===== src/rtl/tsc_pkg.sv =====
`timescale 1ns / 1ps
// ----------------------------------------------------------------------------
// tsc_pkg
// Shared types, codes and constants of the tone stream converter.
// ----------------------------------------------------------------------------
package tsc_pkg;

	localparam int unsigned BYTE_W       = 8;
	localparam int unsigned REG_W        = 16;
	localparam int unsigned REG_IDX_W    = 2;
	localparam int unsigned DRIFT_W      = 32;
	localparam int unsigned FRAMES_W     = 12;  // up to (3*65535+25)/50
	localparam int unsigned CHUNK_W      = 7;

	localparam logic [CHUNK_W-1:0] FRAME_MAX        = 7'd127;
	localparam logic [6:0]         THIRDS_PER_FRAME = 7'd50;
	localparam logic [4:0]         ROUND_BIAS       = 5'd25;
	localparam logic [7:0]         JUMP_CMD         = 8'hD0;
	localparam logic [3:0]         CMD_NOTE_ON      = 4'h9;
	localparam logic [3:0]         CMD_NOTE_OFF     = 4'h8;
	localparam logic [6:0]         NOTE_MIN         = 7'd12;
	localparam logic [6:0]         NOTE_MAX         = 7'd106;
	localparam logic [REG_W-1:0]   SEG_HEADROOM     = 16'd4;

	// x / 50 == (x * RECIP_K) >> RECIP_SHIFT, exact for x < 2^24 / 34
	localparam logic [18:0]        RECIP_K          = 19'd335545;
	localparam int unsigned        RECIP_SHIFT      = 24;

	localparam logic signed [33:0] DRIFT_HI = 34'sh07FFFFFFF;
	localparam logic signed [33:0] DRIFT_LO = 34'sh380000000;

	typedef enum logic [REG_IDX_W-1:0] {
		REG_START_ADDRESS,
		REG_SEGMENT_OFFSET,
		REG_SEGMENT_SIZE,
		REG_ADJUST_MARGIN
	} reg_idx_t;

	typedef enum logic [1:0] {
		PH_CMD,
		PH_NOTE,
		PH_DLO
	} phase_t;

	typedef enum logic [3:0] {
		SEL_HELD,
		SEL_NOTE,
		SEL_BYTE,
		SEL_CHUNK,
		SEL_JUMP,
		SEL_SEG_LO,
		SEL_SEG_HI,
		SEL_START_LO,
		SEL_START_HI
	} emit_sel_t;

	typedef enum logic [4:0] {
		ST_IDLE,
		ST_DECODE,
		ST_NOTE_CMD,
		ST_NOTE_VAL,
		ST_CMD_BODY,
		ST_OFF_EMIT,
		ST_FL_ADD,
		ST_FL_DIV,
		ST_CH_UP,
		ST_CH_DN,
		ST_CH_EMIT,
		ST_FL_DONE,
		ST_SEG_MUL,
		ST_SEG_CMP,
		ST_JMP_CMD,
		ST_JMP_LO,
		ST_JMP_HI,
		ST_END_CMD,
		ST_END_LO,
		ST_END_HI
	} tsc_state_t;

	typedef struct packed {
		logic      load_in;
		logic      note_start;
		logic      delay_lo;
		logic      delay_hi;
		logic      hold_note;
		logic      off_count;
		logic      fl_add;
		logic      fl_frames;
		logic      fl_close;
		logic      ch_up;
		logic      ch_dn;
		logic      seg_mul;
		logic      seg_step;
		logic      emit;
		emit_sel_t sel;
	} tsc_cmd_t;

	typedef struct packed {
		phase_t phase;
		logic   bit7;
		logic   is_on;
		logic   is_off;
		logic   last;
		logic   dly_open;
		logic   flush_nz;
		logic   frames_zero;
		logic   chunk_last;
		logic   seg_hit;
		logic   out_free;
	} tsc_stat_t;

	function automatic logic signed [DRIFT_W-1:0] sat_drift(input logic signed [33:0] v);
		logic signed [DRIFT_W-1:0] r;
		if (v > DRIFT_HI) begin
			r = DRIFT_HI[DRIFT_W-1:0];
		end else if (v < DRIFT_LO) begin
			r = DRIFT_LO[DRIFT_W-1:0];
		end else begin
			r = v[DRIFT_W-1:0];
		end
		return r;
	endfunction

	function automatic logic [12:0] times_fifty(input logic [CHUNK_W-1:0] d);
		return 13'(d) * 13'(THIRDS_PER_FRAME);
	endfunction

endpackage


===== src/rtl/tsc_in_if.sv =====
`timescale 1ns / 1ps
// ----------------------------------------------------------------------------
// tsc_in_if
// Source byte channel: valid/ready with byte and end-of-stream flag.
// ----------------------------------------------------------------------------
interface tsc_in_if;
	import tsc_pkg::*;
	logic              valid;
	logic              ready;
	logic [BYTE_W-1:0] in_byte;
	logic              in_last;

	modport source (output valid, output in_byte, output in_last, input ready);
	modport sink   (input valid, input in_byte, input in_last, output ready);
endinterface


===== src/rtl/tsc_out_if.sv =====
`timescale 1ns / 1ps
// ----------------------------------------------------------------------------
// tsc_out_if
// Player byte channel: valid/ready with byte and end-marker flag.
// ----------------------------------------------------------------------------
interface tsc_out_if;
	import tsc_pkg::*;
	logic              valid;
	logic              ready;
	logic [BYTE_W-1:0] out_byte;
	logic              out_last;

	modport source (output valid, output out_byte, output out_last, input ready);
	modport sink   (input valid, input out_byte, input out_last, output ready);
endinterface


===== src/rtl/tsc_cfg_if.sv =====
`timescale 1ns / 1ps
// ----------------------------------------------------------------------------
// tsc_cfg_if
// Register write channel: valid/ready with register index and data.
// ----------------------------------------------------------------------------
interface tsc_cfg_if;
	import tsc_pkg::*;
	logic                 valid;
	logic                 ready;
	logic [REG_IDX_W-1:0] reg_index;
	logic [REG_W-1:0]     reg_data;

	modport source (output valid, output reg_index, output reg_data, input ready);
	modport sink   (input valid, input reg_index, input reg_data, output ready);
endinterface


===== src/rtl/tone_stream_converter_unit.sv =====
`timescale 1ns / 1ps
// ----------------------------------------------------------------------------
// tone_stream_converter_unit
// Tone-command byte stream to compact player byte stream converter.
// ----------------------------------------------------------------------------
// Takes one source byte per transaction and produces the player byte stream,
// one byte per output transaction, with out_last on the final byte of the
// closing loop-back marker. Source bytes are taken one at a time by a
// sequencer that holds the input off while it decodes each byte and sends
// its output bytes (the byte of a note-off, the two bytes of a note). A
// segment check does one multiply and one compare, and a jump marker may
// follow it; the end marker closes the stream. Flushing a delay run does
// its setup and then one chunk loop pass per chunk, the remainder chunk
// included, so a long run holds the input off until its last chunk is out. An
// output register parts the two sides: a new byte is accepted while the
// last result still waits downstream, and emitting stalls only while that
// register is full and not being taken. Registers may be written only while
// the unit is idle; the register write channel is always ready.
// ----------------------------------------------------------------------------
module tone_stream_converter_unit (
	input  logic       clk,
	input  logic       arst_n,
	tsc_in_if.sink     src,
	tsc_out_if.source  dst,
	tsc_cfg_if.sink    cfg
);
	import tsc_pkg::*;

	tsc_cmd_t  cmd;
	tsc_stat_t st;

	// writes are registered directly, no back-pressure needed
	assign cfg.ready = 1'b1;

	// sequencer: decode, flush loop, chunk loop and marker insertion
	tsc_ctrl u_ctrl (
		.clk       (clk),
		.arst_n    (arst_n),
		.src_valid (src.valid),
		.src_ready (src.ready),
		.st        (st),
		.cmd       (cmd)
	);

	// stream state, frame arithmetic, segment bookkeeping and output register
	tsc_datapath u_dp (
		.clk       (clk),
		.arst_n    (arst_n),
		.in_byte   (src.in_byte),
		.in_last   (src.in_last),
		.cfg_we    (cfg.valid),
		.cfg_index (cfg.reg_index),
		.cfg_data  (cfg.reg_data),
		.out_ready (dst.ready),
		.out_valid (dst.valid),
		.out_byte  (dst.out_byte),
		.out_last  (dst.out_last),
		.cmd       (cmd),
		.st        (st)
	);

endmodule


===== src/rtl/tsc_datapath.sv =====
`timescale 1ns / 1ps
// ----------------------------------------------------------------------------
// tsc_datapath
// Stream state, delay/frame arithmetic, segment bookkeeping, output register.
// ----------------------------------------------------------------------------
module tsc_datapath (
	input  logic                     clk,
	input  logic                     arst_n,
	input  logic [7:0]               in_byte,
	input  logic                     in_last,
	input  logic                     cfg_we,
	input  logic [1:0]               cfg_index,
	input  logic [15:0]              cfg_data,
	input  logic                     out_ready,
	output logic                     out_valid,
	output logic [7:0]               out_byte,
	output logic                     out_last,
	input  tsc_pkg::tsc_cmd_t        cmd,
	output tsc_pkg::tsc_stat_t       st
);
	import tsc_pkg::*;

	// registers
	logic [REG_W-1:0]          start_q, offset_q, size_q, margin_q;
	logic [BYTE_W-1:0]         byte_q, held_q, dly_high_q;
	logic                      last_q, dly_open_q;
	phase_t                    phase_q;
	logic [REG_W-1:0]          dly_sum_q, cnt_q, seg_num_q, seg_base_q;
	logic signed [DRIFT_W-1:0] drift_q;
	logic [36:0]               prod_q;
	logic [FRAMES_W-1:0]       rem_q;
	logic [CHUNK_W-1:0]        chunk_q;
	logic                      chunk_last_q;
	logic [32:0]               bound_q;
	logic                      out_valid_q, out_last_q;
	logic [BYTE_W-1:0]         out_byte_q;

	// combinational
	logic [17:0]               three_sum, dly_x;
	logic signed [33:0]        drift_x;
	logic [CHUNK_W-1:0]        d0;
	logic                      rem_full;
	logic [16:0]               up_lim;
	logic signed [33:0]        dn_lim;
	logic                      bump_up, bump_dn;
	logic [FRAMES_W-1:0]       frames;
	logic [REG_W-1:0]          span;
	logic                      seg_en;
	logic [6:0]                note_v;
	logic [BYTE_W-1:0]         emit_byte;
	logic                      clear_stream;

	assign three_sum = {2'b00, dly_sum_q} + {1'b0, dly_sum_q, 1'b0};
	assign dly_x     = three_sum + 18'(ROUND_BIAS);
	assign drift_x   = $signed({{2{drift_q[DRIFT_W-1]}}, drift_q});
	assign frames    = prod_q[RECIP_SHIFT +: FRAMES_W];

	// chunk sizing: raise first, then lower against the adjusted size
	assign rem_full = rem_q >= FRAMES_W'(FRAME_MAX);
	assign d0       = rem_full ? FRAME_MAX : rem_q[CHUNK_W-1:0];
	assign up_lim   = 17'(times_fifty(d0)) + 17'(margin_q);
	assign bump_up  = (margin_q != '0) && (drift_x > $signed({17'b0, up_lim}))
		&& (d0 < FRAME_MAX);
	assign dn_lim   = $signed({21'b0, times_fifty(chunk_q)}) - $signed({18'b0, margin_q});
	assign bump_dn  = (margin_q != '0) && (drift_x < dn_lim) && (chunk_q > 7'd1);

	assign span   = size_q - SEG_HEADROOM;
	assign seg_en = (size_q > SEG_HEADROOM) && (offset_q != '0);

	always_comb begin
		note_v = byte_q[6:0];
		if (note_v < NOTE_MIN) begin
			note_v = NOTE_MIN;
		end else if (note_v > NOTE_MAX) begin
			note_v = NOTE_MAX;
		end
	end

	always_comb begin
		case (cmd.sel)
			SEL_HELD:     emit_byte = held_q;
			SEL_NOTE:     emit_byte = {1'b0, note_v};
			SEL_BYTE:     emit_byte = byte_q;
			SEL_CHUNK:    emit_byte = {1'b0, chunk_q};
			SEL_JUMP:     emit_byte = JUMP_CMD;
			SEL_SEG_LO:   emit_byte = seg_base_q[7:0];
			SEL_SEG_HI:   emit_byte = seg_base_q[15:8];
			SEL_START_LO: emit_byte = start_q[7:0];
			SEL_START_HI: emit_byte = start_q[15:8];
			default:      emit_byte = JUMP_CMD;
		endcase
	end

	assign clear_stream = cmd.emit && (cmd.sel == SEL_START_HI);

	// configuration registers
	always_ff @(posedge clk or negedge arst_n) begin
		if (!arst_n) begin
			start_q  <= '0;
			offset_q <= '0;
			size_q   <= '0;
			margin_q <= '0;
		end else if (cfg_we) begin
			unique case (reg_idx_t'(cfg_index))
				REG_START_ADDRESS:  start_q  <= cfg_data;
				REG_SEGMENT_OFFSET: offset_q <= cfg_data;
				REG_SEGMENT_SIZE:   size_q   <= cfg_data;
				REG_ADJUST_MARGIN:  margin_q <= cfg_data;
			endcase
		end
	end

	// parser and stream state
	always_ff @(posedge clk or negedge arst_n) begin
		if (!arst_n) begin
			phase_q    <= PH_CMD;
			held_q     <= '0;
			dly_high_q <= '0;
			dly_sum_q  <= '0;
			dly_open_q <= 1'b0;
			cnt_q      <= '0;
			seg_num_q  <= '0;
			seg_base_q <= '0;
			drift_q    <= '0;
		end else if (clear_stream) begin
			phase_q    <= PH_CMD;
			held_q     <= '0;
			dly_high_q <= '0;
			dly_sum_q  <= '0;
			dly_open_q <= 1'b0;
			cnt_q      <= '0;
			seg_num_q  <= '0;
			seg_base_q <= start_q;
			drift_q    <= '0;
		end else begin
			if (cmd.note_start) begin
				phase_q <= PH_CMD;
				cnt_q   <= cnt_q + 16'd2;
			end
			if (cmd.delay_lo) begin
				phase_q   <= PH_CMD;
				dly_sum_q <= dly_sum_q + {dly_high_q, byte_q};
			end
			if (cmd.delay_hi) begin
				phase_q    <= PH_DLO;
				dly_high_q <= byte_q;
				dly_open_q <= 1'b1;
				if (!dly_open_q) begin
					dly_sum_q <= '0;
				end
			end
			if (cmd.hold_note) begin
				phase_q <= PH_NOTE;
				held_q  <= byte_q;
			end
			if (cmd.off_count) begin
				cnt_q <= cnt_q + 16'd1;
			end
			if (cmd.fl_add) begin
				drift_q <= sat_drift(drift_x + $signed({16'b0, three_sum}));
			end
			if (cmd.fl_close) begin
				dly_open_q <= 1'b0;
				dly_sum_q  <= '0;
			end
			if (cmd.emit && (cmd.sel == SEL_CHUNK)) begin
				drift_q <= sat_drift(drift_x - $signed({21'b0, times_fifty(chunk_q)}));
				cnt_q   <= cnt_q + 16'd1;
			end
			if (cmd.seg_step) begin
				cnt_q      <= cnt_q + 16'd3;
				seg_num_q  <= seg_num_q + 16'd1;
				seg_base_q <= seg_base_q + offset_q;
			end
			if (cfg_we && (reg_idx_t'(cfg_index) == REG_START_ADDRESS)
				&& (seg_num_q == '0)) begin
				seg_base_q <= cfg_data;
			end
		end
	end

	// arithmetic working registers
	always_ff @(posedge clk) begin
		if (cmd.load_in) begin
			byte_q <= in_byte;
			last_q <= in_last;
		end
		if (cmd.fl_add) begin
			prod_q <= 37'(dly_x) * 37'(RECIP_K);
		end
		if (cmd.fl_frames) begin
			rem_q <= frames;
		end
		if (cmd.ch_up) begin
			chunk_q      <= d0 + CHUNK_W'(bump_up);
			chunk_last_q <= !rem_full;
			if (rem_full) begin
				rem_q <= rem_q - FRAMES_W'(FRAME_MAX);
			end
		end
		if (cmd.ch_dn && bump_dn) begin
			chunk_q <= chunk_q - 7'd1;
		end
		if (cmd.seg_mul) begin
			bound_q <= (17'(seg_num_q) + 17'd1) * 33'(span);
		end
	end

	// output register
	always_ff @(posedge clk or negedge arst_n) begin
		if (!arst_n) begin
			out_valid_q <= 1'b0;
		end else if (cmd.emit) begin
			out_valid_q <= 1'b1;
		end else if (out_ready) begin
			out_valid_q <= 1'b0;
		end
	end

	always_ff @(posedge clk) begin
		if (cmd.emit) begin
			out_byte_q <= emit_byte;
			out_last_q <= (cmd.sel == SEL_START_HI);
		end
	end

	assign out_valid = out_valid_q;
	assign out_byte  = out_byte_q;
	assign out_last  = out_last_q;

	always_comb begin
		st.phase       = phase_q;
		st.bit7        = byte_q[7];
		st.is_on       = byte_q[7:4] == CMD_NOTE_ON;
		st.is_off      = byte_q[7:4] == CMD_NOTE_OFF;
		st.last        = last_q;
		st.dly_open    = dly_open_q;
		st.flush_nz    = dly_open_q && (dly_sum_q != '0);
		st.frames_zero = frames == '0;
		st.chunk_last  = chunk_last_q;
		st.seg_hit     = seg_en && ({17'b0, cnt_q} >= bound_q);
		st.out_free    = !out_valid_q || out_ready;
	end

endmodule


===== src/rtl/tsc_ctrl.sv =====
`timescale 1ns / 1ps
// ----------------------------------------------------------------------------
// tsc_ctrl
// Sequencer: byte decode, delay flush, chunk loop, segment and end markers.
// ----------------------------------------------------------------------------
module tsc_ctrl (
	input  logic                clk,
	input  logic                arst_n,
	input  logic                src_valid,
	output logic                src_ready,
	input  tsc_pkg::tsc_stat_t  st,
	output tsc_pkg::tsc_cmd_t   cmd
);
	import tsc_pkg::*;

	tsc_state_t state_q, state_d;
	logic       cont_q, cont_d;   // after flush: segment check, then command body

	always_ff @(posedge clk or negedge arst_n) begin
		if (!arst_n) begin
			state_q <= ST_IDLE;
			cont_q  <= 1'b0;
		end else begin
			state_q <= state_d;
			cont_q  <= cont_d;
		end
	end

	// next state
	always_comb begin
		state_d = state_q;
		cont_d  = cont_q;
		unique case (state_q)
			ST_IDLE: begin
				if (src_valid) begin
					state_d = ST_DECODE;
				end
			end
			ST_DECODE: begin
				cont_d = (st.phase == PH_CMD) && st.bit7 && st.dly_open;
				if (st.phase == PH_NOTE) begin
					state_d = ST_NOTE_CMD;
				end else if (st.phase == PH_DLO) begin
					state_d = st.last ? ST_FL_ADD : ST_IDLE;
				end else if (!st.bit7) begin
					state_d = st.last ? ST_FL_ADD : ST_IDLE;
				end else begin
					state_d = st.dly_open ? ST_FL_ADD : ST_CMD_BODY;
				end
			end
			ST_NOTE_CMD: begin
				if (st.out_free) begin
					state_d = ST_NOTE_VAL;
				end
			end
			ST_NOTE_VAL: begin
				if (st.out_free) begin
					state_d = st.last ? ST_END_CMD : ST_SEG_MUL;
				end
			end
			ST_CMD_BODY: begin
				cont_d = 1'b0;
				if (st.is_on) begin
					state_d = st.last ? ST_END_CMD : ST_IDLE;
				end else if (st.is_off) begin
					state_d = ST_OFF_EMIT;
				end else begin
					state_d = st.last ? ST_END_CMD : ST_SEG_MUL;
				end
			end
			ST_OFF_EMIT: begin
				if (st.out_free) begin
					state_d = st.last ? ST_END_CMD : ST_SEG_MUL;
				end
			end
			ST_FL_ADD: begin
				state_d = st.flush_nz ? ST_FL_DIV : ST_FL_DONE;
			end
			ST_FL_DIV: begin
				state_d = st.frames_zero ? ST_FL_DONE : ST_CH_UP;
			end
			ST_CH_UP: begin
				state_d = ST_CH_DN;
			end
			ST_CH_DN: begin
				state_d = ST_CH_EMIT;
			end
			ST_CH_EMIT: begin
				if (st.out_free) begin
					state_d = st.chunk_last ? ST_FL_DONE : ST_CH_UP;
				end
			end
			ST_FL_DONE: begin
				state_d = cont_q ? ST_SEG_MUL : ST_END_CMD;
			end
			ST_SEG_MUL: begin
				state_d = ST_SEG_CMP;
			end
			ST_SEG_CMP: begin
				if (st.seg_hit) begin
					state_d = ST_JMP_CMD;
				end else begin
					state_d = cont_q ? ST_CMD_BODY : ST_IDLE;
				end
			end
			ST_JMP_CMD: begin
				if (st.out_free) begin
					state_d = ST_JMP_LO;
				end
			end
			ST_JMP_LO: begin
				if (st.out_free) begin
					state_d = ST_JMP_HI;
				end
			end
			ST_JMP_HI: begin
				if (st.out_free) begin
					state_d = cont_q ? ST_CMD_BODY : ST_IDLE;
				end
			end
			ST_END_CMD: begin
				if (st.out_free) begin
					state_d = ST_END_LO;
				end
			end
			ST_END_LO: begin
				if (st.out_free) begin
					state_d = ST_END_HI;
				end
			end
			ST_END_HI: begin
				if (st.out_free) begin
					state_d = ST_IDLE;
				end
			end
			default: begin
				state_d = ST_IDLE;
			end
		endcase
	end

	// outputs
	always_comb begin
		cmd       = '0;
		cmd.sel   = SEL_HELD;
		src_ready = 1'b0;
		unique case (state_q)
			ST_IDLE: begin
				src_ready   = 1'b1;
				cmd.load_in = src_valid;
			end
			ST_DECODE: begin
				if (st.phase == PH_NOTE) begin
					cmd.note_start = 1'b1;
				end else if (st.phase == PH_DLO) begin
					cmd.delay_lo = 1'b1;
				end else if (!st.bit7 && !st.last) begin
					cmd.delay_hi = 1'b1;
				end
			end
			ST_NOTE_CMD: begin
				cmd.emit = st.out_free;
				cmd.sel  = SEL_HELD;
			end
			ST_NOTE_VAL: begin
				cmd.emit = st.out_free;
				cmd.sel  = SEL_NOTE;
			end
			ST_CMD_BODY: begin
				cmd.hold_note = st.is_on && !st.last;
				cmd.off_count = st.is_off;
			end
			ST_OFF_EMIT: begin
				cmd.emit = st.out_free;
				cmd.sel  = SEL_BYTE;
			end
			ST_FL_ADD: begin
				cmd.fl_add = st.flush_nz;
			end
			ST_FL_DIV: begin
				cmd.fl_frames = 1'b1;
			end
			ST_CH_UP: begin
				cmd.ch_up = 1'b1;
			end
			ST_CH_DN: begin
				cmd.ch_dn = 1'b1;
			end
			ST_CH_EMIT: begin
				cmd.emit = st.out_free;
				cmd.sel  = SEL_CHUNK;
			end
			ST_FL_DONE: begin
				cmd.fl_close = 1'b1;
			end
			ST_SEG_MUL: begin
				cmd.seg_mul = 1'b1;
			end
			ST_SEG_CMP: begin
				cmd.seg_step = st.seg_hit;
			end
			ST_JMP_CMD: begin
				cmd.emit = st.out_free;
				cmd.sel  = SEL_JUMP;
			end
			ST_JMP_LO: begin
				cmd.emit = st.out_free;
				cmd.sel  = SEL_SEG_LO;
			end
			ST_JMP_HI: begin
				cmd.emit = st.out_free;
				cmd.sel  = SEL_SEG_HI;
			end
			ST_END_CMD: begin
				cmd.emit = st.out_free;
				cmd.sel  = SEL_JUMP;
			end
			ST_END_LO: begin
				cmd.emit = st.out_free;
				cmd.sel  = SEL_START_LO;
			end
			ST_END_HI: begin
				cmd.emit = st.out_free;
				cmd.sel  = SEL_START_HI;
			end
			default: begin
				cmd = '0;
			end
		endcase
	end

endmodule


===== src/flat_wrapper.sv =====
// flat-port wrapper written by rule: the top's interface ports become plain ports
module tone_stream_converter_unit_flat import tsc_pkg::*;
  (clk, arst_n, src_valid, src_in_byte, src_in_last, src_ready, dst_valid, dst_out_byte, dst_out_last, dst_ready, cfg_valid, cfg_reg_index, cfg_reg_data, cfg_ready);
  tsc_in_if src_i ();
  tsc_out_if dst_i ();
  tsc_cfg_if cfg_i ();
  input  logic clk;
  input  logic arst_n;
  input wire logic [$bits(src_i.valid)-1:0] src_valid;
  input wire logic [$bits(src_i.in_byte)-1:0] src_in_byte;
  input wire logic [$bits(src_i.in_last)-1:0] src_in_last;
  output wire logic [$bits(src_i.ready)-1:0] src_ready;
  output wire logic [$bits(dst_i.valid)-1:0] dst_valid;
  output wire logic [$bits(dst_i.out_byte)-1:0] dst_out_byte;
  output wire logic [$bits(dst_i.out_last)-1:0] dst_out_last;
  input wire logic [$bits(dst_i.ready)-1:0] dst_ready;
  input wire logic [$bits(cfg_i.valid)-1:0] cfg_valid;
  input wire logic [$bits(cfg_i.reg_index)-1:0] cfg_reg_index;
  input wire logic [$bits(cfg_i.reg_data)-1:0] cfg_reg_data;
  output wire logic [$bits(cfg_i.ready)-1:0] cfg_ready;
  assign src_i.valid = src_valid;
  assign src_i.in_byte = src_in_byte;
  assign src_i.in_last = src_in_last;
  assign src_ready = src_i.ready;
  assign dst_valid = dst_i.valid;
  assign dst_out_byte = dst_i.out_byte;
  assign dst_out_last = dst_i.out_last;
  assign dst_i.ready = dst_ready;
  assign cfg_i.valid = cfg_valid;
  assign cfg_i.reg_index = cfg_reg_index;
  assign cfg_i.reg_data = cfg_reg_data;
  assign cfg_ready = cfg_i.ready;
  tone_stream_converter_unit u_core (.clk(clk), .arst_n(arst_n), .src(src_i), .dst(dst_i), .cfg(cfg_i));
endmodule

===== config.mk =====
export PLATFORM = sky130hd
export DESIGN_NAME = tone_stream_converter_unit_flat
export DESIGN_NICKNAME = d
export VERILOG_FILES = /design/src/rtl/tsc_pkg.sv /design/src/rtl/tsc_in_if.sv /design/src/rtl/tsc_out_if.sv /design/src/rtl/tsc_cfg_if.sv /design/src/rtl/tone_stream_converter_unit.sv /design/src/rtl/tsc_datapath.sv /design/src/rtl/tsc_ctrl.sv /design/src/flat_wrapper.sv
export SDC_FILE = /design/constraint.sdc
export NUM_CORES = 2
export LEC_CHECK = 0
export ABC_AREA = 1
export BUFFER_PORTS_ARGS = -buffer_cell sky130_fd_sc_hd__buf_2
export CORE_MARGIN = 8
export CORE_UTILIZATION = 45
export DETAILED_ROUTE_END_ITERATION = 10
export GPL_ROUTABILITY_DRIVEN = 0
export MAX_ROUTING_LAYER = met4
export PLACE_DENSITY = 0.58
export SYNTH_ARGS = -nofsm -noshare
export SYNTH_HDL_FRONTEND = slang
export SYNTH_SLANG_ARGS = --single-unit

===== constraint.sdc =====
create_clock -name clk -period 9.68 [get_ports clk]
set_input_delay 0.968 -clock clk [delete_from_list [all_inputs] [get_ports clk]]
set_output_delay 0.968 -clock clk [all_outputs]
set_load 0.05 [all_outputs]

==> flow_metrics.py <==
metrics = {
    "floorplan": {
        "dieWidth_um": 309,
        "ios": 44,
        "rows": 107,
        "die_h_um": 309,
        "start_util": 0.453,
        "floorplan.core_area_sq_um": 85100,
        "dieArea_sq_um": 95400,
    },
    "clocking": {
        "post-cts-setup-buffers": 0,
        "cts_max_path_buffers": 3,
        "cts_resized": 0,
        "cts_hold_buf": 0,
        "h-tree-depth": 2,
        "clk_latency_ps": 590,
        "cts_tree": "done",
        "cts-root-buf": "clkbuf_16",
        "cts_buffers": 37,
        "clk_pin_slew_ps": 60,
        "numClockSinks": 269,
    },
    "synthesis": {
        "netlist_instances": 5105,
        "synth-seq-cells": 269,
        "yosys.area.top_type": "fa_1",
        "synth_nets": 5964,
        "synth.top_cell.area_share": 0.173,
        "async_reset_ff_frac": 0.691,
        "synth.most_common_cell": "nand2_1",
        "yosysSeqAreaShare": 0.182,
        "synthFlopType": "dfrtp_1",
        "syn_area_sq_um": 38600,
        "ys.warnings.count": 0,
        "synthTopCellsByCount": "nand2_1 (1170), inv_1 (921), ha_1 (493), nor2_1 (382), fa_1 (334)",
        "syn_avg_cell_area_sq_um": 7.56,
        "ys_top_cells_by_area": "fa_1 (17%), ha_1 (16%), dfrtp_1 (12%)",
        "ys_types": 66,
        "synth-edff-count": 71,
    },
    "global_routing": {
        "antenna_found_initial": 1,
        "grt_usage": 0.252,
        "grt_pass1_vias": 32800,
        "grt-ovfl-total": 0,
        "grt_max_degree": 88,
        "grt_pass1_wl_um": 185000,
    },
    "setup_path": {
        "cp.required_ps": 10000,
        "cpLargestDelayFamily": "adder cells",
        "crit_arrival_ps": 8510,
        "endpoint": "u_core.u_dp.prod_q[34]$_DFFE_PP_",
        "cp_max_fo": 11,
        "r2r_slack_ps": 1490,
        "r2r_cells": 35,
        "start_kind": "register",
        "critPathKind": "register to register",
        "crit_slowest_cell": "fa_1",
        "timing.rr.start": "u_core.u_dp.dly_sum_q[1]$_DFF_PN0_",
        "end_kind": "register",
        "rr_endpoint": "u_core.u_dp.prod_q[34]$_DFFE_PP_",
        "crit_cells": 35,
        "crit_start": "u_core.u_dp.dly_sum_q[1]$_DFF_PN0_",
        "crit_path_max_incr_delay_ps": 570,
        "critPathBufInv": 8,
    },
    "sta": {
        "fin_tns_setup_ps": 0,
        "finClkSkew_ps": 26.6,
        "hold_viol": 0,
        "final.min_clock_period_ps": 8190,
        "slew_headroom": 0.242,
        "fmax_mhz": 122,
        "setup-violations-final": 0,
        "fin_crit_sh": 0.846,
        "tightest_slew_ps": 1130,
        "rsz0062_at_grt": "false",
        "maxSlewViolCount": 0,
    },
    "drt": {
        "ant_nets": 0,
        "vias": 33400,
        "vias_per_cell": 5.32,
        "wl_um": 116000,
        "drt-wirelength-per-cell_um": 18.5,
        "first_iter_violations": 2727,
        "dr.pass1.iters": 7,
        "drc": 0,
    },
    "place": {
        "hpwlAfterDp_um": 95100,
        "io_buffers": 42,
    },
    "cells_and_area": {
        "layout.area.seq_sq_um": 7030,
        "drive_above_1_share": 0.0558,
        "syn2layout_area_growth_pct": 6.69,
        "nNetsFinal": 5957,
        "fillers": 8569,
        "multi_input_area_sq_um": 27500,
        "num_antenna_cells": 0,
    },
    "flow_run": {
        "cap_violations": 0,
    },
    "status": {
        "status": "finished, final reports clean",
    },
    "hold_path": {
        "min_path_type": "input port to asynchronous set/reset pin",
    },
}
## cell families after synthesis
group                      after synthesis  share of synthesized area
AOI/OAI and AO/OA                      694                     0.0998
DFF                                    269                      0.182
muxes                                    5                    0.00146
and+or+nand+nor                       2034                      0.228
xor gates and xnor gates               218                     0.0495
adders and majority gates              827                      0.333
other                                    1                  0.0000971
buffers and inverters                 1057                      0.106
## registers in the layout, summed over array words and instances, names as in the netlist, 12 cells and up
register	cells
u_core.u_dp.cnt_q	16
u_core.u_dp.prod_q	12
u_core.u_dp.bound_q	33
u_core.u_dp.offset_q	16
u_core.u_dp.rem_q	12
u_core.u_dp.drift_q	32
u_core.u_dp.seg_base_q	16
u_core.u_dp.start_q	16
u_core.u_dp.size_q	16
u_core.u_dp.margin_q	16
u_core.u_dp.dly_sum_q	16
u_core.u_dp.seg_num_q	16
## metrics by stage
stage | utilization | cells | cell area [sq um] | worst slack, ps | hold WS (ps)
CTS | 0.484 | 6271 | 41200 | 1520 | 465
floorplan | - | 5105 | 38600 | 2260 | 450
detailed placement | 0.468 | 6203 | 39900 | 1600 | 474
global route | 0.484 | 6271 | 41200 | 765 | 501
finish | 0.484 | 6271 | 41200 | 1490 | 428
global placement | 0.468 | 6203 | 39900 | 1710 | 471
## worst min-delay path by stage
stage / end / slack (ps) / cells after the start
after floorplan: u_core.u_dp.rem_q[11]$_DFF_P_ / 450 / 2
after global placement: u_core.u_dp.held_q[5]$_DFFE_PN0P_ / 470 / 2
after detailed placement: u_core.u_dp.rem_q[11]$_DFF_P_ / 470 / 2
after CTS: u_core.u_dp.offset_q[9]$_DFFE_PN0P_ / 470 / 1
after global routing: u_core.u_dp.size_q[15]$_DFFE_PN0P_ / 500 / 1
final: u_core.u_dp.offset_q[14]$_DFFE_PN0P_ / 430 / 1
## routing by layer
layer  global-route usage  up-vias  wire (um)
met5                    -        -          0
met1                0.353    15900      53600
met4               0.0745        0       4000
met2                0.373     1036      49700
li1                     -    16300          -
met3               0.0433      179       8510
## placed cells by master (no fill, tap or decap), types with 9 or more instances in the layout
cell | Yosys | final
o21ai_0 | 256 | 256
nand2_1 | 1170 | 1170
a221oi_1 | 10 | 10
a31oi_1 | 13 | 13
a211oi_1 | 13 | 13
o21a_1 | 9 | 9
nand3_2 | 12 | 12
nor3_1 | 61 | 61
and2_1 | 9 | 9
nor2_2 | 24 | 25
xnor2_1 | 60 | 60
inv_1 | 921 | 921
nor4_1 | 20 | 20
buf_4 | 10 | 19
o211ai_1 | 14 | 14
o21ai_1 | 29 | 29
dfxtp_1 | 12 | 12
o2111ai_1 | 10 | 10
ha_1 | 493 | 493
or2_2 | 13 | 13
nand3b_1 | 10 | 10
nand2_2 | 38 | 38
xor2_1 | 158 | 157
edfxtp_1 | 71 | 71
fa_1 | 334 | 334
a21o_1 | 21 | 21
clkbuf_16 | 0 | 38
nor2_1 | 382 | 380
buf_2 | 28 | 41
a21oi_1 | 260 | 260
inv_2 | 25 | 25
nand4_1 | 91 | 91
dfrtp_1 | 186 | 186
nand3_1 | 168 | 168
o22ai_1 | 24 | 24
## layout make-up
class / instances / share of cell area
Inverter: 950 / 0.0866
Clock buffer: 44 / 0.0248
Timing Repair Buffer: 61 / 0.00878
Multi-Input combinational cell: 3779 / 0.667
Tap cell: 1144 / 0.0348
Sequential cell: 269 / 0.171
Clock inverter: 24 / 0.00705
Power is not shown: default switching activity piles up to over one toggle a cycle in this logic, so the estimate is an artifact.
